[config.mk]
export PLATFORM = sky130hd
export DESIGN_NAME = i2c_master_transfer_sequencer
export DESIGN_NICKNAME = d
export VERILOG_FILES = /design/src/i2cmts_pkg.sv /design/src/i2c_master_transfer_sequencer.sv /design/src/i2cmts_step.sv /design/src/i2cmts_out_reg.sv
export SDC_FILE = /design/constraint.sdc
export NUM_CORES = 1
export LEC_CHECK = 0
export BUFFER_PORTS_ARGS = -buffer_cell sky130_fd_sc_hd__buf_2
export CAP_MARGIN = 10
export CORE_ASPECT_RATIO = 0.7
export CORE_UTILIZATION = 53
export CTS_CLUSTER_DIAMETER = 80
export DETAILED_ROUTE_END_ITERATION = 12
export GPL_ROUTABILITY_DRIVEN = 1
export PLACE_DENSITY = 0.8
export SLEW_MARGIN = 40
export SYNTH_ARGS = -nofsm -noshare
export SYNTH_HDL_FRONTEND = slang
export SYNTH_SLANG_ARGS = --single-unit
[constraint.sdc]
create_clock -name aclk -period 4.1 [get_ports aclk]
set_input_delay 0.41 -clock aclk [delete_from_list [all_inputs] [get_ports aclk]]
set_output_delay 0.41 -clock aclk [all_outputs]
set_load 0.005 [all_outputs]
[src/i2cmts_pkg.sv]
// Shared types, codes and field layouts for the I2C master transfer sequencer.
package i2cmts_pkg;

    // Default width of the byte counters
    localparam int unsigned COUNT_BITS_DEF = 16;

    // Width of the stream payloads (41 field bits padded to whole bytes)
    localparam int unsigned S_TDATA_W = 48;
    localparam int unsigned M_TDATA_W = 48;
    localparam int unsigned CMD_W     = 3;

    // Request kinds carried on s_tuser
    typedef enum logic [CMD_W-1:0] {
        CMD_START    = 3'd0,
        CMD_SENT     = 3'd1,
        CMD_ADDR_ACK = 3'd2,
        CMD_TX_EMPTY = 3'd3,
        CMD_RX_FULL  = 3'd4,
        CMD_BUS_ERR  = 3'd5
    } cmd_t;

    // Transfer phases
    typedef enum logic [2:0] {
        PH_STOPPED    = 3'd0,
        PH_WAIT_START = 3'd1,
        PH_WAIT_ADDR  = 3'd2,
        PH_WAIT_TXE   = 3'd3,
        PH_WAIT_RXNE  = 3'd4,
        PH_HELD       = 3'd5
    } phase_t;

    // ACK control codes
    localparam logic [1:0] ACK_KEEP = 2'd0;
    localparam logic [1:0] ACK_ACK  = 2'd1;
    localparam logic [1:0] ACK_NACK = 2'd2;

    // Completion status codes
    localparam logic [1:0] STAT_OK      = 2'd0;
    localparam logic [1:0] STAT_BUS_ERR = 2'd1;
    localparam logic [1:0] STAT_BUSY    = 2'd2;

    // One input request
    typedef struct packed {
        logic [CMD_W-1:0] cmd;
        logic [6:0]       slave_address;
        logic             read_dir;
        logic [15:0]      byte_count;
        logic             stop_at_end;
        logic [7:0]       write_byte;
        logic [7:0]       read_byte;
    } req_t;

    // One result
    typedef struct packed {
        logic        issue_start;
        logic        send_valid;
        logic [7:0]  send_data;
        logic        issue_stop;
        logic [1:0]  ack_control;
        logic        store_valid;
        logic [15:0] store_index;
        logic [7:0]  store_data;
        logic        finished;
        logic [1:0]  status;
    } res_t;

    // Transfer control state (the counters travel separately)
    typedef struct packed {
        phase_t     phase;
        logic [6:0] target_address;
        logic       is_read;
        logic       stop_wanted;
    } ctl_t;

endpackage

[src/i2c_master_transfer_sequencer.sv]
// Top level of the 7-bit I2C master transfer sequencer.
//
//  channel  dir  handshake          payload
//  s_       in   s_tvalid/s_tready  s_tuser = command, s_tdata = transfer fields
//  m_       out  m_tvalid/m_tready  m_tdata = bus actions, store and status fields
//
// One request enters per cycle unless a held result stalls; it passes the input
// register, then the result register, to be valid on m_. Throughput is set
// by the single pass of next-state logic between those registers. Reset clears
// the phase, latched transfer fields and counters. A stalled result holds the
// input register; s_tready stays high while the input register can move on.
module i2c_master_transfer_sequencer
    import i2cmts_pkg::*;
#(
    parameter int unsigned COUNT_BITS = COUNT_BITS_DEF
) (
    input  logic                 aclk,
    input  logic                 aresetn,
    input  logic                 s_tvalid,
    output logic                 s_tready,
    // [6:0] slave_address, [7] read_dir, [23:8] byte_count, [24] stop_at_end,
    // [32:25] write_byte, [40:33] read_byte, [47:41] zero
    input  logic [S_TDATA_W-1:0] s_tdata,
    // [2:0] cmd
    input  logic [CMD_W-1:0]     s_tuser,
    output logic                 m_tvalid,
    input  logic                 m_tready,
    // [0] issue_start, [1] send_valid, [9:2] send_data, [10] issue_stop,
    // [12:11] ack_control, [13] store_valid, [29:14] store_index,
    // [37:30] store_data, [38] finished, [40:39] status, [47:41] zero
    output logic [M_TDATA_W-1:0] m_tdata
);

    logic                  in_valid_reg;
    logic                  in_valid_next;
    req_t                  req_reg;
    req_t                  req_in;
    ctl_t                  ctl_reg;
    ctl_t                  ctl_next;
    logic [COUNT_BITS-1:0] len_reg;
    logic [COUNT_BITS-1:0] len_next;
    logic [COUNT_BITS-1:0] done_reg;
    logic [COUNT_BITS-1:0] done_next;
    res_t                  res;
    res_t                  m_res;
    logic                  stall;
    logic                  adv;
    logic                  s_fire;

    // Unpack the incoming request
    always_comb begin
        req_in.cmd           = s_tuser;
        req_in.slave_address = s_tdata[6:0];
        req_in.read_dir      = s_tdata[7];
        req_in.byte_count    = s_tdata[23:8];
        req_in.stop_at_end   = s_tdata[24];
        req_in.write_byte    = s_tdata[32:25];
        req_in.read_byte     = s_tdata[40:33];
    end

    // Input register handshake
    assign adv      = in_valid_reg && !stall;
    assign s_tready = !in_valid_reg || adv;
    assign s_fire   = s_tvalid && s_tready;

    always_comb begin
        in_valid_next = in_valid_reg;
        if (s_fire) begin
            in_valid_next = 1'b1;
        end else if (adv) begin
            in_valid_next = 1'b0;
        end
    end

    always_ff @(posedge aclk) begin
        if (!aresetn) begin
            in_valid_reg <= 1'b0;
        end else begin
            in_valid_reg <= in_valid_next;
        end
    end

    always_ff @(posedge aclk) begin
        if (s_fire) begin
            req_reg <= req_in;
        end
    end

    // Transfer state, updated as each request moves to the result register
    always_ff @(posedge aclk) begin
        if (!aresetn) begin
            ctl_reg.phase          <= PH_STOPPED;
            ctl_reg.target_address <= '0;
            ctl_reg.is_read        <= 1'b0;
            ctl_reg.stop_wanted    <= 1'b0;
            len_reg                <= '0;
            done_reg               <= '0;
        end else if (adv) begin
            ctl_reg  <= ctl_next;
            len_reg  <= len_next;
            done_reg <= done_next;
        end
    end

    i2cmts_step #(
        .COUNT_BITS(COUNT_BITS)
    ) u_step (
        .req          (req_reg),
        .ctl          (ctl_reg),
        .xfer_len     (len_reg),
        .done_cnt     (done_reg),
        .res          (res),
        .ctl_next     (ctl_next),
        .xfer_len_next(len_next),
        .done_cnt_next(done_next)
    );

    i2cmts_out_reg u_out (
        .aclk    (aclk),
        .aresetn (aresetn),
        .load    (adv),
        .res     (res),
        .stall   (stall),
        .m_tvalid(m_tvalid),
        .m_tready(m_tready),
        .m_res   (m_res)
    );

    // Pack the result
    assign m_tdata = {7'd0, m_res.status, m_res.finished, m_res.store_data,
                      m_res.store_index, m_res.store_valid, m_res.ack_control,
                      m_res.issue_stop, m_res.send_data, m_res.send_valid,
                      m_res.issue_start};

    // A finished transfer leaves the bus stopped or held
    a_finish_phase: assert property (@(posedge aclk) disable iff (!aresetn)
        adv && res.finished |=> (ctl_reg.phase == PH_STOPPED || ctl_reg.phase == PH_HELD))
        else $error("finished transfer left phase active");

    // While moving data the byte count stays below the length
    a_count_bound: assert property (@(posedge aclk) disable iff (!aresetn)
        (ctl_reg.phase == PH_WAIT_TXE || ctl_reg.phase == PH_WAIT_RXNE)
            |-> (done_reg < len_reg))
        else $error("byte count reached length in data phase");

    // A start condition is only requested from an idle bus
    a_start_idle: assert property (@(posedge aclk) disable iff (!aresetn)
        adv && res.issue_start |-> (ctl_reg.phase == PH_STOPPED || ctl_reg.phase == PH_HELD))
        else $error("start requested during a transfer");

endmodule

[src/i2cmts_step.sv]
// Next-state and result logic for one request of the transfer sequencer.
module i2cmts_step
    import i2cmts_pkg::*;
#(
    parameter int unsigned COUNT_BITS = COUNT_BITS_DEF
) (
    input  req_t                  req,
    input  ctl_t                  ctl,
    input  logic [COUNT_BITS-1:0] xfer_len,
    input  logic [COUNT_BITS-1:0] done_cnt,
    output res_t                  res,
    output ctl_t                  ctl_next,
    output logic [COUNT_BITS-1:0] xfer_len_next,
    output logic [COUNT_BITS-1:0] done_cnt_next
);

    logic [COUNT_BITS+15:0] count_ext;
    logic [COUNT_BITS+15:0] index_ext;
    logic [COUNT_BITS-1:0]  done_inc;
    logic [COUNT_BITS:0]    done_inc2;
    logic [COUNT_BITS-1:0]  tx_done;
    logic                   fin;

    // Counter arithmetic used by the request kinds
    assign count_ext = {{COUNT_BITS{1'b0}}, req.byte_count};
    assign index_ext = {16'd0, done_cnt};
    assign done_inc  = done_cnt + COUNT_BITS'(1);
    assign done_inc2 = {1'b0, done_inc} + (COUNT_BITS+1)'(1);
    assign tx_done   = (done_cnt < xfer_len) ? done_inc : done_cnt;

    always_comb begin
        res           = '0;
        ctl_next      = ctl;
        xfer_len_next = xfer_len;
        done_cnt_next = done_cnt;
        fin           = 1'b0;

        case (req.cmd)
            CMD_START: begin
                if (ctl.phase == PH_STOPPED || ctl.phase == PH_HELD) begin
                    ctl_next.target_address = req.slave_address;
                    ctl_next.is_read        = req.read_dir;
                    ctl_next.stop_wanted    = req.stop_at_end;
                    ctl_next.phase          = PH_WAIT_START;
                    xfer_len_next           = count_ext[COUNT_BITS-1:0];
                    done_cnt_next           = '0;
                    res.issue_start         = 1'b1;
                end else begin
                    res.status = STAT_BUSY;
                end
            end
            CMD_SENT: begin
                if (ctl.phase == PH_WAIT_START) begin
                    res.send_valid = 1'b1;
                    res.send_data  = {ctl.target_address, ctl.is_read};
                    ctl_next.phase = PH_WAIT_ADDR;
                end
            end
            CMD_ADDR_ACK: begin
                if (ctl.phase == PH_WAIT_ADDR) begin
                    if (xfer_len == '0) begin
                        fin = 1'b1;
                    end else if (ctl.is_read) begin
                        res.ack_control = (xfer_len == COUNT_BITS'(1)) ? ACK_NACK : ACK_ACK;
                        ctl_next.phase  = PH_WAIT_RXNE;
                    end else begin
                        // first write byte goes out with the address ack
                        res.send_valid = 1'b1;
                        res.send_data  = req.write_byte;
                        done_cnt_next  = COUNT_BITS'(1);
                        if (xfer_len == COUNT_BITS'(1)) begin
                            fin = 1'b1;
                        end else begin
                            ctl_next.phase = PH_WAIT_TXE;
                        end
                    end
                end
            end
            CMD_TX_EMPTY: begin
                if (ctl.phase == PH_WAIT_TXE) begin
                    if (done_cnt < xfer_len) begin
                        res.send_valid = 1'b1;
                        res.send_data  = req.write_byte;
                    end
                    done_cnt_next = tx_done;
                    fin           = (tx_done >= xfer_len);
                end
            end
            CMD_RX_FULL: begin
                if (ctl.phase == PH_WAIT_RXNE) begin
                    res.store_valid = 1'b1;
                    res.store_index = index_ext[15:0];
                    res.store_data  = req.read_byte;
                    done_cnt_next   = done_inc;
                    // NACK goes with the byte before the last one
                    if (done_inc2 == {1'b0, xfer_len}) begin
                        res.ack_control = ACK_NACK;
                    end else if (done_inc >= xfer_len) begin
                        fin = 1'b1;
                    end
                end
            end
            CMD_BUS_ERR: begin
                if (ctl.phase == PH_HELD) begin
                    res.issue_stop = 1'b1;
                    ctl_next.phase = PH_STOPPED;
                end else if (ctl.phase != PH_STOPPED) begin
                    res.issue_stop = 1'b1;
                    res.finished   = 1'b1;
                    res.status     = STAT_BUS_ERR;
                    ctl_next.phase = PH_STOPPED;
                end
            end
            default: begin
            end
        endcase

        // Normal end of transfer
        if (fin) begin
            res.issue_stop = ctl.stop_wanted;
            res.finished   = 1'b1;
            res.status     = STAT_OK;
            ctl_next.phase = ctl.stop_wanted ? PH_STOPPED : PH_HELD;
        end
    end

endmodule

[src/i2cmts_out_reg.sv]
// Result register of the sequencer with its stream handshake.
module i2cmts_out_reg
    import i2cmts_pkg::*;
(
    input  logic aclk,
    input  logic aresetn,
    input  logic load,
    input  res_t res,
    output logic stall,
    output logic m_tvalid,
    input  logic m_tready,
    output res_t m_res
);

    logic valid_reg;
    logic valid_next;
    res_t res_reg;

    // A held result blocks the stage in front of it
    assign stall = valid_reg && !m_tready;

    always_comb begin
        valid_next = valid_reg;
        if (load) begin
            valid_next = 1'b1;
        end else if (m_tready) begin
            valid_next = 1'b0;
        end
    end

    always_ff @(posedge aclk) begin
        if (!aresetn) begin
            valid_reg <= 1'b0;
        end else begin
            valid_reg <= valid_next;
        end
    end

    always_ff @(posedge aclk) begin
        if (load) begin
            res_reg <= res;
        end
    end

    assign m_tvalid = valid_reg;
    assign m_res    = res_reg;

endmodule
==> impl_results.md <==
* # nets final at 1018
* Clock network power share at 0.470
* DR vias/cell at 5.831
* Hold Path Origin: s_tdata[20]
* Port buffer count at 90
* Pwr Density at 349.8 nW/µm²
* Initial antenna violation count at 0
* Total GRT Usage at 0.2766
* Final Hold Viols at 0
* R2R setup slack at 0.04 ns
* Crit Path Max Fanout at 7
* Die Wd at 145.8 µm
* Combinational Power Share at 0.075
* Drt drc at 0
* Fin Setup TNS at 0 ns
* Gr ovfl total at 0
* Setup-failing EPs final at 0
* Largest net degree at the start of global routing at 47
* Htree depth at 4
* Drt initial violations at 859
* Crit end category: register
* Final instance area at 9294 µm²
* Worst setup SP type: register
* Cell taking the most area after synthesis: edfxtp_1
* Hpwl dp at 14500 µm
* YS warnings at 0
* Slew margin rel. at 0.5040
* WL/cell at 18.14 µm
* Final period util at 0.9895
* RR Endpoint: u_out.m_res[2]
* Worst Hold Class: input pin to register
* Final Power at 3.251 mW
* Final setup skew at 0.006777 ns
* Synth Cell Area at 7675 µm²
* Peak VDD IR at 0.2995 mV
* Fin cells at 1116
* Crit path launch: len_reg[1]
* Area grow syn2layout at 21.10%
* Antenna diodes at 0
* Initial Util at 0.5479
* Max reg flops at 44
* Mapped Cells at 785
* Cell mode on critical path: a21o_1
* Kind of critical path: register to register
* Critical path's largest stage delay at 0.34 ns
* Hold depth at 1
* Internal at 2.425 mW
* P_leak at 3.694 nW
* CTS Sinks at 131
* Worst-path cell chain: inv_2, ha_4, nor2b_1, o21a_1, o21a_1, o21a_1, o211ai_1, a21oi_1, or3_4, buf_6, xnor2_2, ha_1, nand2b_4, a21o_1, a21o_1, a21o_1, a21o_1, a21oi_2, o311ai_1, o21ai_1, o21ai_4, or2_1
* Net Switching at 0.8253 mW
* Reg2Reg Launch Point: len_reg[1]
* TritonCTS Buffers at 17
* Max-cap viol count at 0
* TritonRoute pass-1 iters at 5
* Ys async rst share at 0
* DIE AREA at 14970 µm²
* Top cells by count, synth: nand2_1, edfxtp_1, ha_1
* Slew Viols, Final at 0
* Bufs on Longest Clock Path at 2
* Hold-fix buffers, CTS at 0
* Number of enable flip-flop cells after synthesis at 85
* CORE AREA at 14010 µm²
* Clock Latency Late Sink at 0.42 ns
* RSZ-0062 raised after global routing: true
* Root Driver: clkbuf_16
* DRT Wirelength at 20240 µm
* Sw Ratio at 0.2539
* Die height at 102.7 µm
* R2R depth at 22
* Yosys reg bits at 131
* Placed Instances at 1080
* Post-DP Area at 8617 µm²
* Max Freq at 0.2465 GHz
* Top cell type's share of synthesized area at 0.3326
* Reg clk slew, reported paths at 0.07 ns
* Least-Margin Pin Slew at 0.7424 ns
* Status: completed
* First-pass GRT wire length at 31380 µm
* Hold Path End: req_reg[29]
* Vias in the first global route at 5723
* Synth cell types at 74
* Share of layout cells above drive strength 1 at 0.2376
* Post-Syn Area per Cell at 9.777 µm²
* CP max-delay cell: or3_4
* Cell with the most instances after synthesis: nand2_1
* Top FF cell, synth: edfxtp_1
* ANT nets after route at 0
* Part of the power in registers at 0.455
* Sequential cell area fraction in the yosys report at 0.4526
* Worst Path Required at 4.27 ns
* CTS tree: built
* CP Data Arrival Time at 4.23 ns
* DR vias at 6507
* Final Wtd Congestion at 0.9658
* # rows at 36
* Minimum clock period at 4.057 ns
* Largest cells by area after synthesis: edfxtp_1, dfxtp_1, ha_1, nand2_1, xnor2_1
* I/O Pins at 105
==> stage by stage <==
step           utilization  setup slack, ns  hold slack, ns
6_report            0.6635          0.04323          0.1571
5_1_grt             0.6635          -0.1234          0.1434
4_1_cts             0.6604          0.03392          0.1510
3_5_place_dp        0.6151         -0.07133          0.4618
3_3_place_gp        0.6145         -0.02793          0.4512
2_1_floorplan            -         0.007125          0.4438
==> how the worst max path moves through the flow <==
stage	end	slack (ns)	depth (start not counted)
CTS	u_out.m_res[2]	0.03	21
floorplan	u_out.m_res[2]	0.007	24
global placement	u_out.m_res[2]	-0.03	22
finish	u_out.m_res[2]	0.04	22
detailed placement	u_out.m_res[2]	-0.07	22
global route	u_out.m_res[2]	-0.12	22
==> routing by layer <==
metal | vias up | track usage | routed length [µm]
li1 | 3091 | - | -
met1 | 3049 | 0.4140 | 9344
met2 | 343 | 0.3876 | 8271
met3 | 24 | 0.07566 | 2454
met4 | 0 | 0.07692 | 170
met5 | - | 0 | 0
==> final cells by class <==
type | instances | area, µm²
Clock inverter | 15 | 166.4
Clock buffer | 17 | 425.4
Multi-Input combinational cell | 578 | 3944
Sequential cell | 131 | 3476
Timing Repair Buffer | 151 | 912.1
Tap cell | 190 | 237.7
Inverter | 34 | 132.6
Fill cell | 1079 | 4715
==> what timing repair did <==
item | in CTS | in global routing
gates cloned | 0 | 0
resized for setup | 6 | 7
endpoints found under the setup margin | 2 | 4
buffers inserted | 2 | 2
pin swaps | 4 | 8
==> power groups by stage <==
stage	combinational, mW	sequential, mW	clock, mW
floorplan	0.138	1.50	0
global placement	0.217	1.51	0
detailed placement	0.224	1.51	0
CTS	0.232	1.48	1.54
global route	0.263	1.49	1.59
finish	0.243	1.48	1.53
==> layout by cell type, fill, tap and decap left out, types with 7 or more instances in the layout <==
| master | instances |
|---|---|
| buf_4 | 60 |
| dfxtp_1 | 44 |
| xnor2_1 | 31 |
| o31ai_1 | 8 |
| nor3_1 | 12 |
| o21ai_0 | 28 |
| nand2b_1 | 10 |
| nand3_1 | 22 |
| a21o_1 | 13 |
| clkbuf_16 | 17 |
| a21oi_1 | 31 |
| ha_1 | 49 |
| and2_1 | 26 |
| and4_1 | 7 |
| xor2_1 | 17 |
| a22o_1 | 8 |
| a21boi_0 | 25 |
| inv_1 | 31 |
| buf_2 | 90 |
| a31oi_1 | 14 |
| conb_1 | 7 |
| nor2b_1 | 10 |
| nor4_1 | 11 |
| nand2_1 | 100 |
| edfxtp_1 | 85 |
| nor2_1 | 39 |
==> logic make-up (layout without fill, tap and decap cells) <==
family                   count (synthesis)  count (layout)  share of synthesized area
AND/OR/NAND/NOR                        290             290                     0.1978
flip-flops                             131             131                     0.4526
buffers and inverters                   82             217                    0.04597
XOR/XNOR                                51              51                    0.06016
other                                    1               7                  0.0004886
multiplexers                             5               5                   0.006521
AO/OA/AOI/OAI                          175             175                     0.1550
adder cells (fa/ha/maj)                 50              50                    0.08151
==> worst max-delay path: cells and delay by family, from the launching register on <==
kind	cells	cell delay, ns
xor gates and xnor gates	1	0.12
and+or+nand+nor	4	0.80
adders and majority gates	2	0.46
buffers and inverters	2	0.22
AOI/OAI and AO/OA	13	1.85
DFF	1	0.32
Power figures use the tool's default switching activity.
